===== config.mk =====
export PLATFORM = sky130hd
export DESIGN_NAME = counting_lock_manager
export DESIGN_NICKNAME = d
export VERILOG_FILES = /design/src/hdl/clm_pkg.sv /design/src/hdl/counting_lock_manager.sv /design/src/hdl/clm_fit.sv /design/src/hdl/clm_list.sv
export SDC_FILE = /design/constraint.sdc
export NUM_CORES = 1
export LEC_CHECK = 0
export ABC_AREA = 1
export BUFFER_PORTS_ARGS = -buffer_cell sky130_fd_sc_hd__buf_2
export CORE_MARGIN = 2
export CORE_UTILIZATION = 35
export CTS_CLUSTER_DIAMETER = 50
export CTS_CLUSTER_SIZE = 28
export DETAILED_ROUTE_END_ITERATION = 7
export GPL_TIMING_DRIVEN = 0
export SLEW_MARGIN = 20
export SYNTH_ARGS = -nofsm -noshare
export SYNTH_HDL_FRONTEND = slang
export SYNTH_SLANG_ARGS = --single-unit

===== constraint.sdc =====
create_clock -name clk -period 10.02 [get_ports clk]
set_input_delay 2.004 -clock clk [delete_from_list [all_inputs] [get_ports clk]]
set_output_delay 2.004 -clock clk [all_outputs]
set_load 0.05 [all_outputs]

===== src/hdl/clm_pkg.sv =====
`default_nettype none
package clm_pkg;

  localparam int unsigned MaxHoldersDefault = 16;
  localparam int unsigned MaxWaitersDefault = 16;
  localparam int unsigned ResultLimit       = 16;
  localparam int unsigned ResultCountWidth  = $clog2(ResultLimit + 1);

  typedef enum logic [2:0] {
    STATUS_GRANTED    = 3'd0,
    STATUS_ENQUEUED   = 3'd1,
    STATUS_BUSY       = 3'd2,
    STATUS_IMPOSSIBLE = 3'd3,
    STATUS_NO_ROOM    = 3'd4
  } status_t;

  typedef enum logic [3:0] {
    ST_IDLE,
    ST_LOCK,
    ST_HSCAN,
    ST_HSHIFT,
    ST_WFIND,
    ST_WDROP,
    ST_GSCAN,
    ST_GDROP,
    ST_FLUSH
  } state_t;

  typedef struct packed {
    logic        action;
    logic [7:0]  client_id;
    logic [15:0] quantity;
    logic        may_wait;
  } req_t;

  typedef struct packed {
    logic [7:0] answer_client;
    logic [2:0] status;
    logic       last;
  } rsp_t;

  typedef struct packed {
    logic [7:0]  client;
    logic [15:0] qty;
  } entry_t;

  typedef struct packed {
    logic fits;
    logic too_big;
  } fit_t;

endpackage
`default_nettype wire


===== src/hdl/counting_lock_manager.sv =====
`default_nettype none
// Counting lock manager. A lock request carries a client and a quantity and
// gets exactly one answer: granted when the free units cover it, impossible
// when it asks for more than total_units, enqueued or busy otherwise
// depending on may_wait, and no-room when the needed table is full. A
// release removes the client's newest holding and then walks the waiting
// queue oldest first, granting every waiter that now fits (up to sixteen,
// while the holder table has room), one answer per grant with last set on
// the final one. A release by a client that holds nothing drops its oldest
// waiting entry and answers nothing. The block handles one request at a
// time and holds in_stall high while it works. A lock request is decided
// in ST_LOCK, which waits there for the output register to be free. A
// release is sequenced over the holder and waiter register files through
// one shared fit comparator, one entry per cycle while no grant waits on
// out_stall: it scans down the holders to find the holding, closes the gap
// above it, then tests each waiter in turn and, on a grant, closes the
// queue gap, and finally flushes the final answer, if any.
// total_units may only be written while idle.
module counting_lock_manager import clm_pkg::*; #(
  parameter int unsigned MAX_HOLDERS = MaxHoldersDefault,
  parameter int unsigned MAX_WAITERS = MaxWaitersDefault
) (
  input  wire logic        clk,
  input  wire logic        rst,
  input  wire logic        in_valid,
  output logic             in_stall,
  input  wire req_t        in_data,
  output logic             out_valid,
  input  wire logic        out_stall,
  output rsp_t             out_data,
  input  wire logic        cfg_we,
  input  wire logic [15:0] cfg_data
);

  localparam int unsigned HCW = $clog2(MAX_HOLDERS + 1);
  localparam int unsigned WCW = $clog2(MAX_WAITERS + 1);
  localparam int unsigned HAW = (MAX_HOLDERS > 1) ? $clog2(MAX_HOLDERS) : 1;
  localparam int unsigned WAW = (MAX_WAITERS > 1) ? $clog2(MAX_WAITERS) : 1;
  localparam int unsigned RCW = ResultCountWidth;

  state_t state, state_next;

  logic [15:0]  total, locked, locked_next;
  logic [HCW-1:0] hcount, hcount_next, hidx, hidx_next;
  logic [WCW-1:0] wcount, wcount_next, widx, widx_next;
  logic [RCW-1:0] nres, nres_next;
  req_t   req;
  logic   pend_valid, pend_valid_next;
  logic [7:0] pend_client, pend_client_next;
  logic   out_valid_next;
  rsp_t   out_data_next;

  logic   in_accept, out_free;

  // Position of the waiter being granted, where the scan resumes.
  logic [WCW-1:0] gpos;

  // Holder and waiter register files: one read and one write each per cycle.
  logic [HAW-1:0] h_rd_addr, h_wr_addr;
  logic [WAW-1:0] w_rd_addr, w_wr_addr;
  entry_t h_rd, w_rd, h_wr, w_wr;
  logic   h_we, w_we;

  logic [15:0] fit_qty;
  fit_t fit;

  logic h_more, w_more, w_shift_more, g_go;

  clm_list #(.DEPTH(MAX_HOLDERS), .AW(HAW)) u_holders (
    .clk(clk), .rd_addr(h_rd_addr), .rd_data(h_rd),
    .wr_en(h_we), .wr_addr(h_wr_addr), .wr_data(h_wr)
  );

  clm_list #(.DEPTH(MAX_WAITERS), .AW(WAW)) u_waiters (
    .clk(clk), .rd_addr(w_rd_addr), .rd_data(w_rd),
    .wr_en(w_we), .wr_addr(w_wr_addr), .wr_data(w_wr)
  );

  // The single fit comparator serves both the lock decision and the
  // release grant scan.
  assign fit_qty = (state == ST_LOCK) ? req.quantity : w_rd.qty;

  clm_fit u_fit (
    .total(total), .locked(locked), .qty(fit_qty), .result(fit)
  );

  assign in_stall  = (state != ST_IDLE);
  assign in_accept = in_valid && !in_stall;
  assign out_free  = !out_valid || !out_stall;

  // Read addresses: scans read the current entry, gap closing reads the
  // entry just above the gap.
  always_comb begin
    h_rd_addr = (state == ST_HSCAN) ? HAW'(hidx - HCW'(1)) : HAW'(hidx + HCW'(1));
    w_rd_addr = (state == ST_WDROP || state == ST_GDROP) ?
                WAW'(widx + WCW'(1)) : WAW'(widx);
  end

  // Holding still to close above the current position.
  assign h_more       = (hidx + HCW'(1)) < hcount;
  assign w_shift_more = (widx + WCW'(1)) < wcount;
  assign w_more       = widx < wcount;
  assign g_go         = w_more && (nres < RCW'(ResultLimit)) &&
                        (hcount < HCW'(MAX_HOLDERS));

  // Next state.
  always_comb begin
    state_next = state;
    unique case (state)
      ST_IDLE: begin
        if (in_accept) begin
          state_next = in_data.action ? ST_HSCAN : ST_LOCK;
        end
      end
      ST_LOCK: begin
        if (out_free) begin
          state_next = ST_IDLE;
        end
      end
      ST_HSCAN: begin
        if (hidx == '0) begin
          state_next = ST_WFIND;
        end else if (h_rd.client == req.client_id) begin
          state_next = ST_HSHIFT;
        end
      end
      ST_HSHIFT: begin
        if (!h_more) begin
          state_next = ST_GSCAN;
        end
      end
      ST_WFIND: begin
        if (!w_more) begin
          state_next = ST_IDLE;
        end else if (w_rd.client == req.client_id) begin
          state_next = ST_WDROP;
        end
      end
      ST_WDROP: begin
        if (!w_shift_more) begin
          state_next = ST_IDLE;
        end
      end
      ST_GSCAN: begin
        if (!g_go) begin
          state_next = ST_FLUSH;
        end else if (fit.fits && (!pend_valid || out_free)) begin
          state_next = ST_GDROP;
        end
      end
      ST_GDROP: begin
        if (!w_shift_more) begin
          state_next = ST_GSCAN;
        end
      end
      ST_FLUSH: begin
        if (!pend_valid || out_free) begin
          state_next = ST_IDLE;
        end
      end
      default: state_next = ST_IDLE;
    endcase
  end

  // Datapath and output values.
  always_comb begin
    locked_next      = locked;
    hcount_next      = hcount;
    hidx_next        = hidx;
    wcount_next      = wcount;
    widx_next        = widx;
    nres_next        = nres;
    pend_valid_next  = pend_valid;
    pend_client_next = pend_client;
    out_valid_next   = out_valid && out_stall;
    out_data_next    = out_data;
    h_we             = 1'b0;
    h_wr_addr        = HAW'(hidx);
    h_wr             = h_rd;
    w_we             = 1'b0;
    w_wr_addr        = WAW'(widx);
    w_wr             = w_rd;
    unique case (state)
      ST_IDLE: begin
        hidx_next = hcount;
        widx_next = '0;
        nres_next = '0;
      end
      ST_LOCK: begin
        if (out_free) begin
          out_valid_next              = 1'b1;
          out_data_next.answer_client = req.client_id;
          out_data_next.last          = 1'b1;
          if (fit.fits) begin
            if (hcount >= HCW'(MAX_HOLDERS)) begin
              out_data_next.status = STATUS_NO_ROOM;
            end else begin
              out_data_next.status = STATUS_GRANTED;
              h_we        = 1'b1;
              h_wr_addr   = HAW'(hcount);
              h_wr.client = req.client_id;
              h_wr.qty    = req.quantity;
              hcount_next = hcount + HCW'(1);
              locked_next = locked + req.quantity;
            end
          end else if (fit.too_big) begin
            out_data_next.status = STATUS_IMPOSSIBLE;
          end else if (req.may_wait) begin
            if (wcount >= WCW'(MAX_WAITERS)) begin
              out_data_next.status = STATUS_NO_ROOM;
            end else begin
              out_data_next.status = STATUS_ENQUEUED;
              w_we        = 1'b1;
              w_wr_addr   = WAW'(wcount);
              w_wr.client = req.client_id;
              w_wr.qty    = req.quantity;
              wcount_next = wcount + WCW'(1);
            end
          end else begin
            out_data_next.status = STATUS_BUSY;
          end
        end
      end
      ST_HSCAN: begin
        if (hidx != '0) begin
          hidx_next = hidx - HCW'(1);
          if (h_rd.client == req.client_id) begin
            locked_next = (locked >= h_rd.qty) ? (locked - h_rd.qty) : '0;
          end
        end
      end
      ST_HSHIFT: begin
        if (h_more) begin
          h_we      = 1'b1;
          hidx_next = hidx + HCW'(1);
        end else begin
          hcount_next = hcount - HCW'(1);
        end
      end
      ST_WFIND: begin
        if (w_more && w_rd.client != req.client_id) begin
          widx_next = widx + WCW'(1);
        end
      end
      ST_WDROP, ST_GDROP: begin
        if (w_shift_more) begin
          w_we      = 1'b1;
          widx_next = widx + WCW'(1);
        end else begin
          wcount_next = wcount - WCW'(1);
          // A grant keeps scanning at the position it was found.
          widx_next   = (state == ST_GDROP) ? gpos : widx;
        end
      end
      ST_GSCAN: begin
        if (g_go) begin
          if (!fit.fits) begin
            widx_next = widx + WCW'(1);
          end else if (!pend_valid || out_free) begin
            if (pend_valid) begin
              out_valid_next = 1'b1;
              out_data_next  = '{answer_client: pend_client,
                                 status: STATUS_GRANTED, last: 1'b0};
            end
            pend_valid_next  = 1'b1;
            pend_client_next = w_rd.client;
            h_we        = 1'b1;
            h_wr_addr   = HAW'(hcount);
            h_wr        = w_rd;
            hcount_next = hcount + HCW'(1);
            locked_next = locked + w_rd.qty;
            nres_next   = nres + RCW'(1);
          end
        end
      end
      ST_FLUSH: begin
        if (pend_valid && out_free) begin
          out_valid_next  = 1'b1;
          out_data_next   = '{answer_client: pend_client,
                              status: STATUS_GRANTED, last: 1'b1};
          pend_valid_next = 1'b0;
        end
      end
      default: ;
    endcase
  end

  always_ff @(posedge clk) begin
    if (rst) begin
      state      <= ST_IDLE;
      total      <= '0;
      locked     <= '0;
      hcount     <= '0;
      wcount     <= '0;
      pend_valid <= 1'b0;
      out_valid  <= 1'b0;
    end else begin
      state      <= state_next;
      locked     <= locked_next;
      hcount     <= hcount_next;
      wcount     <= wcount_next;
      pend_valid <= pend_valid_next;
      out_valid  <= out_valid_next;
      if (cfg_we) begin
        total <= cfg_data;
      end
    end
  end

  always_ff @(posedge clk) begin
    if (in_accept) begin
      req <= in_data;
    end
    if (state == ST_GSCAN) begin
      gpos <= widx;
    end
    hidx        <= hidx_next;
    widx        <= widx_next;
    nres        <= nres_next;
    pend_client <= pend_client_next;
    out_data    <= out_data_next;
  end

`ifndef SYNTHESIS
  a_hcount_bound: assert property (@(posedge clk) disable iff (rst)
    hcount <= HCW'(MAX_HOLDERS)) else $error("holder count overflow");
  a_wcount_bound: assert property (@(posedge clk) disable iff (rst)
    wcount <= WCW'(MAX_WAITERS)) else $error("waiter count overflow");
  a_idle_no_pend: assert property (@(posedge clk) disable iff (rst)
    state == ST_IDLE |-> !pend_valid) else $error("grant left pending");
  a_grant_limit: assert property (@(posedge clk) disable iff (rst)
    state == ST_GSCAN |-> nres <= RCW'(ResultLimit)) else $error("too many grants");
`endif

endmodule
`default_nettype wire


===== src/hdl/clm_fit.sv =====
`default_nettype none
module clm_fit import clm_pkg::*; (
  input  wire logic [15:0] total,
  input  wire logic [15:0] locked,
  input  wire logic [15:0] qty,
  output fit_t             result
);

  logic [16:0] need;

  // The sum is one bit wider so that it cannot wrap.
  assign need           = {1'b0, locked} + {1'b0, qty};
  assign result.fits    = ({1'b0, total} >= need);
  assign result.too_big = (qty > total);

endmodule
`default_nettype wire


===== src/hdl/clm_list.sv =====
`default_nettype none
module clm_list import clm_pkg::*; #(
  parameter int unsigned DEPTH = MaxHoldersDefault,
  parameter int unsigned AW    = (DEPTH > 1) ? $clog2(DEPTH) : 1
) (
  input  wire logic          clk,
  input  wire logic [AW-1:0] rd_addr,
  output entry_t             rd_data,
  input  wire logic          wr_en,
  input  wire logic [AW-1:0] wr_addr,
  input  wire entry_t        wr_data
);

  entry_t regs [DEPTH];

  always_ff @(posedge clk) begin
    if (wr_en) begin
      regs[wr_addr] <= wr_data;
    end
  end

  assign rd_data = regs[rd_addr];

endmodule
`default_nettype wire

* Yosys cells after proc, flatten, opt, wreduce, memory -nomap -nowiden
Memory sizes are Yosys's and may differ from the RTL's.
Cells that the tools add are included.
** Operators by class
- Add/sub/neg operators :: 12
- $lt $le $gt $ge :: 10
- Equality and inequality tests :: 38
- Mux-type cells :: 124
- Reductions and logical operators :: 37
** Operators by type and width (count)
- two-way mux 24 bit :: 12
- two-way mux 16 bit :: 10
- two-way mux 5 bit :: 23
- two-way mux 4 bit :: 26
- two-way mux 12 bit :: 6
- one-hot mux 16 bit (3 select lines) :: 1
- one-hot mux 24 bit (2 select lines) :: 1
- inequality test 2 bit (second input constant) :: 21
- one-hot mux 12 bit (3 select lines) :: 1
- one-hot mux 4 bit (9 select lines) :: 1
- adder 16 bit :: 2
- one-hot mux 5 bit (3 select lines) :: 2
- two-way mux 1 bit :: 27
- adder 5 x 1 -> 5 bit (second input constant) :: 5
- one-hot mux 5 bit (2 select lines) :: 2
- one-hot mux 5 bit (4 select lines) :: 1
- AND reduction 9 bit :: 2
- adder 16 x 16 -> 17 bit :: 1
- greater-or-equal comparator 16 x 17 -> 1 bit :: 1
- == test 4 x 3 -> 1 bit (second input constant) :: 4
- == test 8 bit :: 2
- greater-or-equal comparator 16 bit :: 1
- greater-than comparator 16 bit :: 1
- subtractor 16 bit :: 1
- 31 further kinds :: 67
** Word-level totals
- Bits in registers :: 113
- Bits in writable memories :: 768
- Output and inout bits :: 14
- Logic and storage cells :: 241
- Memories kept :: 2
** Memories
- u_holders.regs :: words 16, width 24, rd ports 1, clocked after Yosys merged registers in 0, write ports 1, line clm_list.sv:14 : entry_t regs [DEPTH];
- u_waiters.regs :: words 16, width 24, rd ports 1, clocked after Yosys merged registers in 0, write ports 1, line clm_list.sv:14

* Longest topological paths before layout
Gate-level depths: netlist (run 1).
An unclocked memory read counts as a cell.
- Depth after elaboration :: 12
- Gate-level depth with buffers :: 42
- Gate-level depth less buffers :: 37

* Modules after synthesis
A second synthesis (run 1) with hierarchy kept.
** Second synthesis, totals
- Cells, all modules :: 4806
- Area total of the unflattened synthesis :: 43778.2 um2
** By module, submodules not included
- clm_list at u_waiters :: instances 1, cells each 1573, area each 16470.8 um2
- clm_list at u_holders :: instances 1, cells each 1573, area each 16469.5 um2
- counting_lock_manager :: instances 1, cells each 1394, area each 9183.8 um2
- clm_fit :: instances 1, cells each 266, area each 1654.1 um2

* Worst setup path after synthesis (run 1)
Ideal clock, no wire load.
- Path type :: register -> register
- Start point :: reg widx[0]
- End point :: mem u_waiters.regs[0][0] (netlist bit) (enable)
- Library setup time :: 435 ps
- Arrival time :: 7326 ps
- Required time :: 9585 ps
- Slack :: 2259 ps
- Stages on the path, launching flop included :: 34
- Period minus slack after synthesis :: 7761 ps
- Cells stage by stage :: edfxtp_1 -> ha_1 -> inv_1 -> o21ai_2 -> buf_2 -> buf_2 -> buf_1 -> nand3_1 -> nand3_1 -> nand3_1 -> nand2_1 -> a21oi_1 -> ha_1 -> a21oi_1 -> nand2_1 -> a21boi_0 -> o21ai_0 -> a21boi_0 -> o21ai_0 -> a21boi_0 -> xor2_1 -> ha_1 -> nand2_1 -> nor2_1 -> a41oi_1 -> nand2_1 -> nand2_1 -> nand2_1 -> nand2_2 -> nand4_1 -> buf_2 -> o21ai_1 -> inv_1 -> nor3_1
** On the way
- Longest elaborated chain between the ends :: 11
- Elaborated cells between the ends (all ways) :: 21
- Those cells by class :: add/sub: 2; order compare: 3; mux: 15; memory: 1
** Ends and longest elaborated chain
- start: declaration :: line counting_lock_manager.sv:45 : logic [WCW-1:0] wcount, wcount_next, widx, widx_next;
- start signal: assignment :: line counting_lock_manager.sv:318 : widx <= widx_next;
- adder 5 x 1 -> 5 bit :: line counting_lock_manager.sv:101 : assign w_shift_more = (widx + WCW'(1)) < wcount;
- two-way mux 4 bit :: line counting_lock_manager.sv:95 : w_rd_addr = (state == ST_WDROP || state == ST_GDROP) ?
- memory (16 x 24 bit)
- two-way mux 16 bit :: line counting_lock_manager.sv:81 : assign fit_qty = (state == ST_LOCK) ? req.quantity : w_rd.qty;
- adder 16 x 16 -> 17 bit or greater-than comparator 16 bit (tied branches) :: line clm_fit.sv:12, clm_fit.sv:14
- greater-or-equal comparator 16 x 17 -> 1 bit or two-way mux 1 bit (tied branches) :: line clm_fit.sv:13, counting_lock_manager.sv:206
- two-way mux 1 bit :: line counting_lock_manager.sv:194 : if (fit.fits) begin
- two-way mux 1 bit :: line counting_lock_manager.sv:190 : if (out_free) begin
- one-hot mux 1 bit (2 select lines) :: line counting_lock_manager.sv:183 : unique case (state)
- two-way mux 1 bit :: line clm_list.sv:17 : if (wr_en) begin
- two-way mux 1 bit (implied by the code) :: line clm_list.sv:18 : regs[wr_addr] <= wr_data;
- end: declaration :: line clm_list.sv:14
Several ways; a longest one is shown, not always the timed one.

* Worst setup path after layout (run 1)
- Start point :: reg widx[0]
- End point :: mem u_waiters.regs[6][0] (netlist bit) (enable)
The elaborated chain is that of the path after synthesis.

==> results by group, run 1 <==
Status
  • Outcome: finished, final reports clean

GRT
  • Grt ovf: 0
  • Antenna violations before repair: 2
  • Total GRT Usage: 0.203
  • Vias in the first global route: 28875
  • Largest net degree at the start of global routing: 20
  • First-pass GRT wire length: 184000 µm

Clocking
  • Clk Latency, worst-skew pair: ~0.7 ns
  • TritonCTS Sinks: just under 900
  • Clock-pin slew on the worst setup and hold paths: 0.06 ns
  • PostCTS Resize Cnt: 0
  • Clk buf depth: 3
  • Root Buffer: clkbuf_16
  • CTS H-tree lvls: 3
  • Setup Fix Bufs, Post-CTS: 0
  • TritonCTS Buffers: 97
  • CTS tree: yes
  • Hold_buf cts: 0

Setup path
  • Crit path largest cell delay: 0.64 ns
  • Critical Path Source Type: flop
  • Critical path arrival: 10.04 ns
  • Family with the most delay on the worst path: simple AND/OR/NAND/NOR gates
  • Crit Path Category: flop to flop
  • CP dominant cell by count: nand2_1
  • CP Capture Type: flop
  • Critical Path RT: 10.42 ns
  • Crit path max-delay cell type: nor2_4
  • Crit path buf inv count: 7
  • Max FO, Critical Path: 13

Synth
  • Seq cells post-synth: 881
  • Top cells by count, synth: nand2_1 (1104), edfxtp_1 (833), nand3_1 (592)
  • Mean Syn Cell Area: about 10 µm²
  • XOR/XNOR Fraction of Synth Area: 0.00815
  • Synth Area in Compound Gates: 0.0701
  • Mux contribution to synthesized area: 0.000490
  • Register area share after synthesis: 0.636
  • Mapped Area: between 40000 and 50000 µm²
  • Predominant post-synthesis flop cell: edfxtp_1
  • Main combinational cell family by area after synthesis: simple AND/OR/NAND/NOR gates
  • Syn_nets: ~4000
  • Cells after synthesis: 3904
  • EDFF count, synth: 833
  • Adder-cell share of the synthesized area: 0.0337
  • Synth Area in Simple Gates: 0.201
  • Most common cell in the synthesized netlist: nand2_1
  • Dominant cell type by area after synthesis: edfxtp_1
  • Top-area cell type share of the netlist area: 0.612
  • Synth cell types: 57
  • Post-synth ARST share: 0
  • Syn. warnings: 0
  • Synth top area cells: edfxtp_1 (61%), nand2_1 (10%), nand3_1 (7.3%)

STA
  • Max-slew violation count: 0
  • Final WS setup: around 0.38 ns
  • Final setup viols: 0
  • Tcrit/Tclk final: 0.962
  • RSZ-0062 raised after global routing: no
  • Fin. Hold Viols: 0
  • Maximum clock rate: 104 MHz
  • Worst-Margin Slew: 0.989 ns
  • Worst Skew: 0.0569 ns
  • Min cycle time layout: a little under 10 ns
  • Slew margin rel.: 0.336

Drt
  • DRC viols: 0
  • Drt initial violations: 3416
  • Number of routed nets with antenna violations: 0
  • First-pass DRT Iterations: 6
  • DR vias: 30570
  • Final WL: 124000 µm
  • Routed WL per cell: 21.5 µm
  • Via-per-instance ratio: 5.32

Final layout
  • Nets: 4288
  • Fraction of layout instances using a drive strength above 1: 0.118
  • Final core occ: 0.413
  • P&R area growth vs syn: 17.4%
  • Final Non-Filler Cells: around 5700
  • Post-route cell area: 48000 µm²

Die
  • Initial Util: 0.352
  • Die Ht: 346 µm
  • DIE WIDTH: between 300 and 400 µm
  • # rows: 125
  • Die footprint: 119000 µm²
  • Area of the core: 116000 µm²
  • IO Pins: 61

Placement
  • Post-DP HPWL: 87200 µm
  • I/O Buffers: 60
  • Placement Cell Area: roughly 45000 µm²
  • Placed Cells: 5558
  • RD Place Congestion: 0.932
  • Pre-CTS WS: 0.670 ns

Job
  • Max-Cap Viols: 0

Worst hold path
  • Hold crit path type: flop to flop
[metal layers]
layer	up-vias	routed length (µm)	GRT usage
met3	178	10200	0.0309
met1	14887	55100	0.297
met2	1292	55400	0.314
met5	-	8	0
li1	14211	-	-
met4	2	2940	0.0536
[cells in the final DEF, fill, tap and decap left out, types with 7 or more instances in the layout]
cell type	count
nor2_1	98
nand3_1	592
o221ai_2	15
o211ai_1	26
inv_8	8
nand2_2	9
a32o_1	36
nor3_1	12
buf_2	131
ha_1	102
buf_4	44
clkbuf_1	77
dfxtp_1	48
xnor2_1	14
o21ai_2	7
inv_6	18
edfxtp_1	833
clkinvlp_4	10
or2_2	7
buf_6	20
a21o_1	7
nand2_1	1104
inv_1	285
inv_2	10
a31oi_1	39
o21ai_0	150
clkinv_1	11
o21ai_1	14
buf_1	23
xor2_1	24
clkinv_8	7
nand3b_1	16
nor2_4	31
nand4_1	29
buf_16	26
clkbuf_16	98
bufinv_16	7
clkinv_4	11
a21oi_1	140
[through the flow]
step | setup TNS [ns] | hold slack [ns]
after floorplan | 0 | 0.449
final | 0 | 0.482
after global placement | -487.94 | 0.464
after detailed placement | 0 | 0.480
after CTS | 0 | 0.488
after global routing | 0 | 0.524
[cells by family after synthesis]
| family | after synthesis |
|---|---|
| xor gates and xnor gates | 38 |
| buffers and inverters | 489 |
| DFF | 881 |
| adders and majority gates | 107 |
| and+or+nand+nor | 1916 |
| muxes | 2 |
| AOI/OAI and AO/OA | 471 |
[worst paths after layout]
kind                                start              endpoint  slack (ns)  cells after the start
worst max-delay path              widx[0]  u_waiters.regs[6][0]        0.38                     36
worst min-delay path            total[11]             total[11]        0.48                      2
worst max register to register    widx[0]  u_waiters.regs[6][0]        0.38                     36
worst min register to register  total[11]             total[11]        0.48                      2
[tightest hold or removal path, delay by kind of cell, from the launching register on]
family | cells | cell delay (ns)
buffers and inverters | 1 | 0.07
AO/OA/AOI/OAI | 1 | 0.06
flip-flops | 1 | 0.31
[flip-flops by register name, indices dropped and copies added, names as in the netlist, 4 cells and up]
signal,flops
gpos,5
hcount,5
hidx,5
locked,16
nres,5
out_data,12
pend_client,8
req,25
state,4
total,16
u_holders.regs,384
u_waiters.regs,384
wcount,5
widx,5
[final cells by class]
type | instances | area (µm²)
sequential | 881 | 26000
inverter | 300 | 1130
timing repair buffer | 131 | 1450
antenna | 1 | 2.50
buffer | 189 | 920
clock buffer | 104 | 2470
tap | 1524 | 1910
fill | 11016 | 68100
multi-input combinational | 2534 | 13200
clock inverter | 79 | 915
Power of run 1 is not shown: default switching activity piles up to over one toggle a cycle in this logic, so the estimate is an artifact.
==> inputs of run 2 (changes only) <==
==> constraint.sdc (replaced) <==
create_clock -name clk -period 7.9 [get_ports clk]
set_input_delay 1.58 -clock clk [delete_from_list [all_inputs] [get_ports clk]]
set_output_delay 1.58 -clock clk [all_outputs]
set_load 0.05 [all_outputs]
==> results by group, run 2 (synthesis gave the netlist of run 1 again) <==
Status
  • Outcome: finished, final reports clean (unchanged)

GRT
  • Vias in the first global route: 29240 (was 28875)
  • Grt ovf: 0 (unchanged)
  • Total GRT Usage: 0.206 (was 0.203)
  • First-pass GRT wire length: 187000 µm (was 184000 µm)
  • Antenna violations before repair: 2 (unchanged)
  • Largest net degree at the start of global routing: 20 (unchanged)

Clocking
  • TritonCTS Sinks: 881 (unchanged)
  • Root Buffer: clkbuf_16 (unchanged)
  • Clock-pin slew on the worst setup and hold paths: 0.06 ns (about the same)
  • CTS H-tree lvls: 3 (unchanged)
  • Clk Latency, worst-skew pair: 0.71 ns (was 0.72 ns)
  • Clk buf depth: 3 (unchanged)
  • Hold_buf cts: 0 (unchanged)
  • CTS tree: yes (unchanged)
  • TritonCTS Buffers: 97 (unchanged)

Setup path
  • R2R Path Start: widx[0] (unchanged)
  • Register-to-register path setup slack: 0.11 ns (was 0.38 ns)
  • Crit path from: widx[0] (unchanged)
  • Critical Path RT: 8.47 ns (was 10.42 ns)
  • CP dominant cell by count: buf_4 (was nand2_1)
  • R2R Path End: u_waiters.regs[4][19] (was u_waiters.regs[6][0])
  • Crit path largest cell delay: 0.62 ns (was 0.64 ns)
  • Worst Reg-to-Reg Cells: 37 (was 36)
  • Critical path arrival: 8.35 ns (was 10.04 ns)
  • Max FO, Critical Path: 10 (was 13)
  • Crit path max-delay cell type: o21ai_1 (was nor2_4)
  • Crit Path Category: flop to flop (unchanged)
  • Family with the most delay on the worst path: compound AO/OA/AOI/OAI gates (was simple AND/OR/NAND/NOR gates)
  • Critical Path Source Type: flop (unchanged)
  • Crit path buf inv count: 12 (was 7)
  • CP Capture Type: flop (unchanged)

Drt
  • Via-per-instance ratio: 5.33 (was 5.32)
  • Drt initial violations: 3655 (was 3416)
  • First-pass DRT Iterations: 5 (was 6)
  • DR vias: 30891 (was 30570)
  • DRC viols: 0 (unchanged)
  • Number of routed nets with antenna violations: 0 (unchanged)
  • Final WL: 126000 µm (was 124000 µm)
  • Routed WL per cell: 21.7 µm (was 21.5 µm)

Worst hold path
  • Hold crit path type: flop to flop (unchanged)
  • HP Start: total[11] (unchanged)
  • Worst hold endpoint: total[11] (unchanged)
  • Worst Hold Path Cells: 2 (unchanged)

Final layout
  • # diodes: 0 (was 1)
  • P&R area growth vs syn: 19.9% (was 17.4%)
  • Fraction of layout instances using a drive strength above 1: 0.143 (was 0.118)
  • Most frequent cells in the layout: nand2_1 (1098), edfxtp_1 (833), nand3_1 (583) (was nand2_1 (1104), edfxtp_1 (833), nand3_1 (592))
  • Most common cell after layout, fill and taps aside: nand2_1 (unchanged)
  • Regs by FF count: u_holders.regs: 384 flops, u_waiters.regs: 384 flops, req: 25 flops (unchanged)
  • Nets: 4343 (was 4288)

STA
  • Worst Skew: 0.0545 ns (was 0.0569 ns)
  • Worst-Margin Slew: 0.922 ns (was 0.989 ns)
  • Final setup viols: 0 (unchanged)
  • Final WS setup: 0.111 ns (was 0.382 ns)
  • Maximum clock rate: 128 MHz (was 104 MHz)
  • Min cycle time layout: 7.79 ns (was 9.64 ns)
  • WHS: 0.485 ns (was 0.482 ns)
  • RSZ-0062 raised after global routing: yes (was no)
  • Tcrit/Tclk final: 0.986 (was 0.962)
  • Max-slew violation count: 0 (unchanged)
  • Slew margin rel.: 0.385 (was 0.336)
  • Fin. Hold Viols: 0 (unchanged)

Die
  • IO Pins: 61 (unchanged)
  • Area of the core: 116000 µm² (unchanged)
  • DIE WIDTH: 346 µm (unchanged)
  • # rows: 125 (unchanged)
  • Die footprint: 119000 µm² (unchanged)
  • Initial Util: 0.352 (unchanged)
  • Die Ht: 346 µm (unchanged)

Placement
  • Post-DP HPWL: 87200 µm (unchanged)
  • Pre-CTS WS: -1.45 ns (was 0.670 ns)
  • RD Place Congestion: 0.932 (unchanged)
  • I/O Buffers: 60 (unchanged)

Job
  • Max-Cap Viols: 0 (unchanged)
[run 2: worst max path at each step]
stage | slack [ns] | depth (start not counted) | to
floorplan | 0.14 | 33 | u_waiters.regs[0][0]
global placement | -4.56 | 32 | u_waiters.regs[1][8]
detailed placement | -1.45 | 36 | u_waiters.regs[6][20]
CTS | 0.02 | 38 | u_waiters.regs[3][5]
global route | -0.10 | 37 | u_waiters.regs[9][22]
finish | 0.11 | 37 | u_waiters.regs[4][19]
[run 2: per-layer routing]
layer  track usage  up-vias  wire length, µm  share of wire
met5             0        -                8       0.000064
met3        0.0316      191            10300          0.082
met1         0.299    15033            55800           0.44
met4        0.0559        2             3050          0.024
li1              -    14316                -              -
met2         0.321     1349            56700           0.45
[run 2: per-stage QoR]
stage          cell area (µm²)   util  setup TNS, ns  instances
2_1_floorplan            40900      -              0       3904
3_3_place_gp             43100  0.371       -2893.54       5488
3_5_place_dp             44600  0.384       -1466.64       5558
4_1_cts                  48800  0.420              0       5787
5_1_grt                  49000  0.422          -5.07       5797
6_report                 49000  0.422              0       5797
[run 2: cell type report]
class                           instances  area, µm²
Buffer                                188       1000
Inverter                              300       1140
Tap cell                             1524       1910
Clock inverter                         79        915
Fill cell                           10874      67100
Multi-Input combinational cell       2534      13400
Clock buffer                          104       2470
Timing Repair Buffer                  187       2140
Sequential cell                       881      26000
[run 2: worst reg2reg max path, delay by kind of cell (launching register included)]
family,cells,cell delay [ns]
adders and majority gates,3,0.95
DFF,1,0.48
and+or+nand+nor,9,1.24
xor gates and xnor gates,1,0.27
buffers and inverters,12,2.11
AOI/OAI and AO/OA,12,2.59
[run 2: what timing repair did]
item,in CTS,in global routing
pin swaps,36,10
buffers inserted,47,12
setup endpoints to repair,1573,1484
cloned,0,0
gates resized for setup,70,44
Power of run 2 is left out for the same reason.
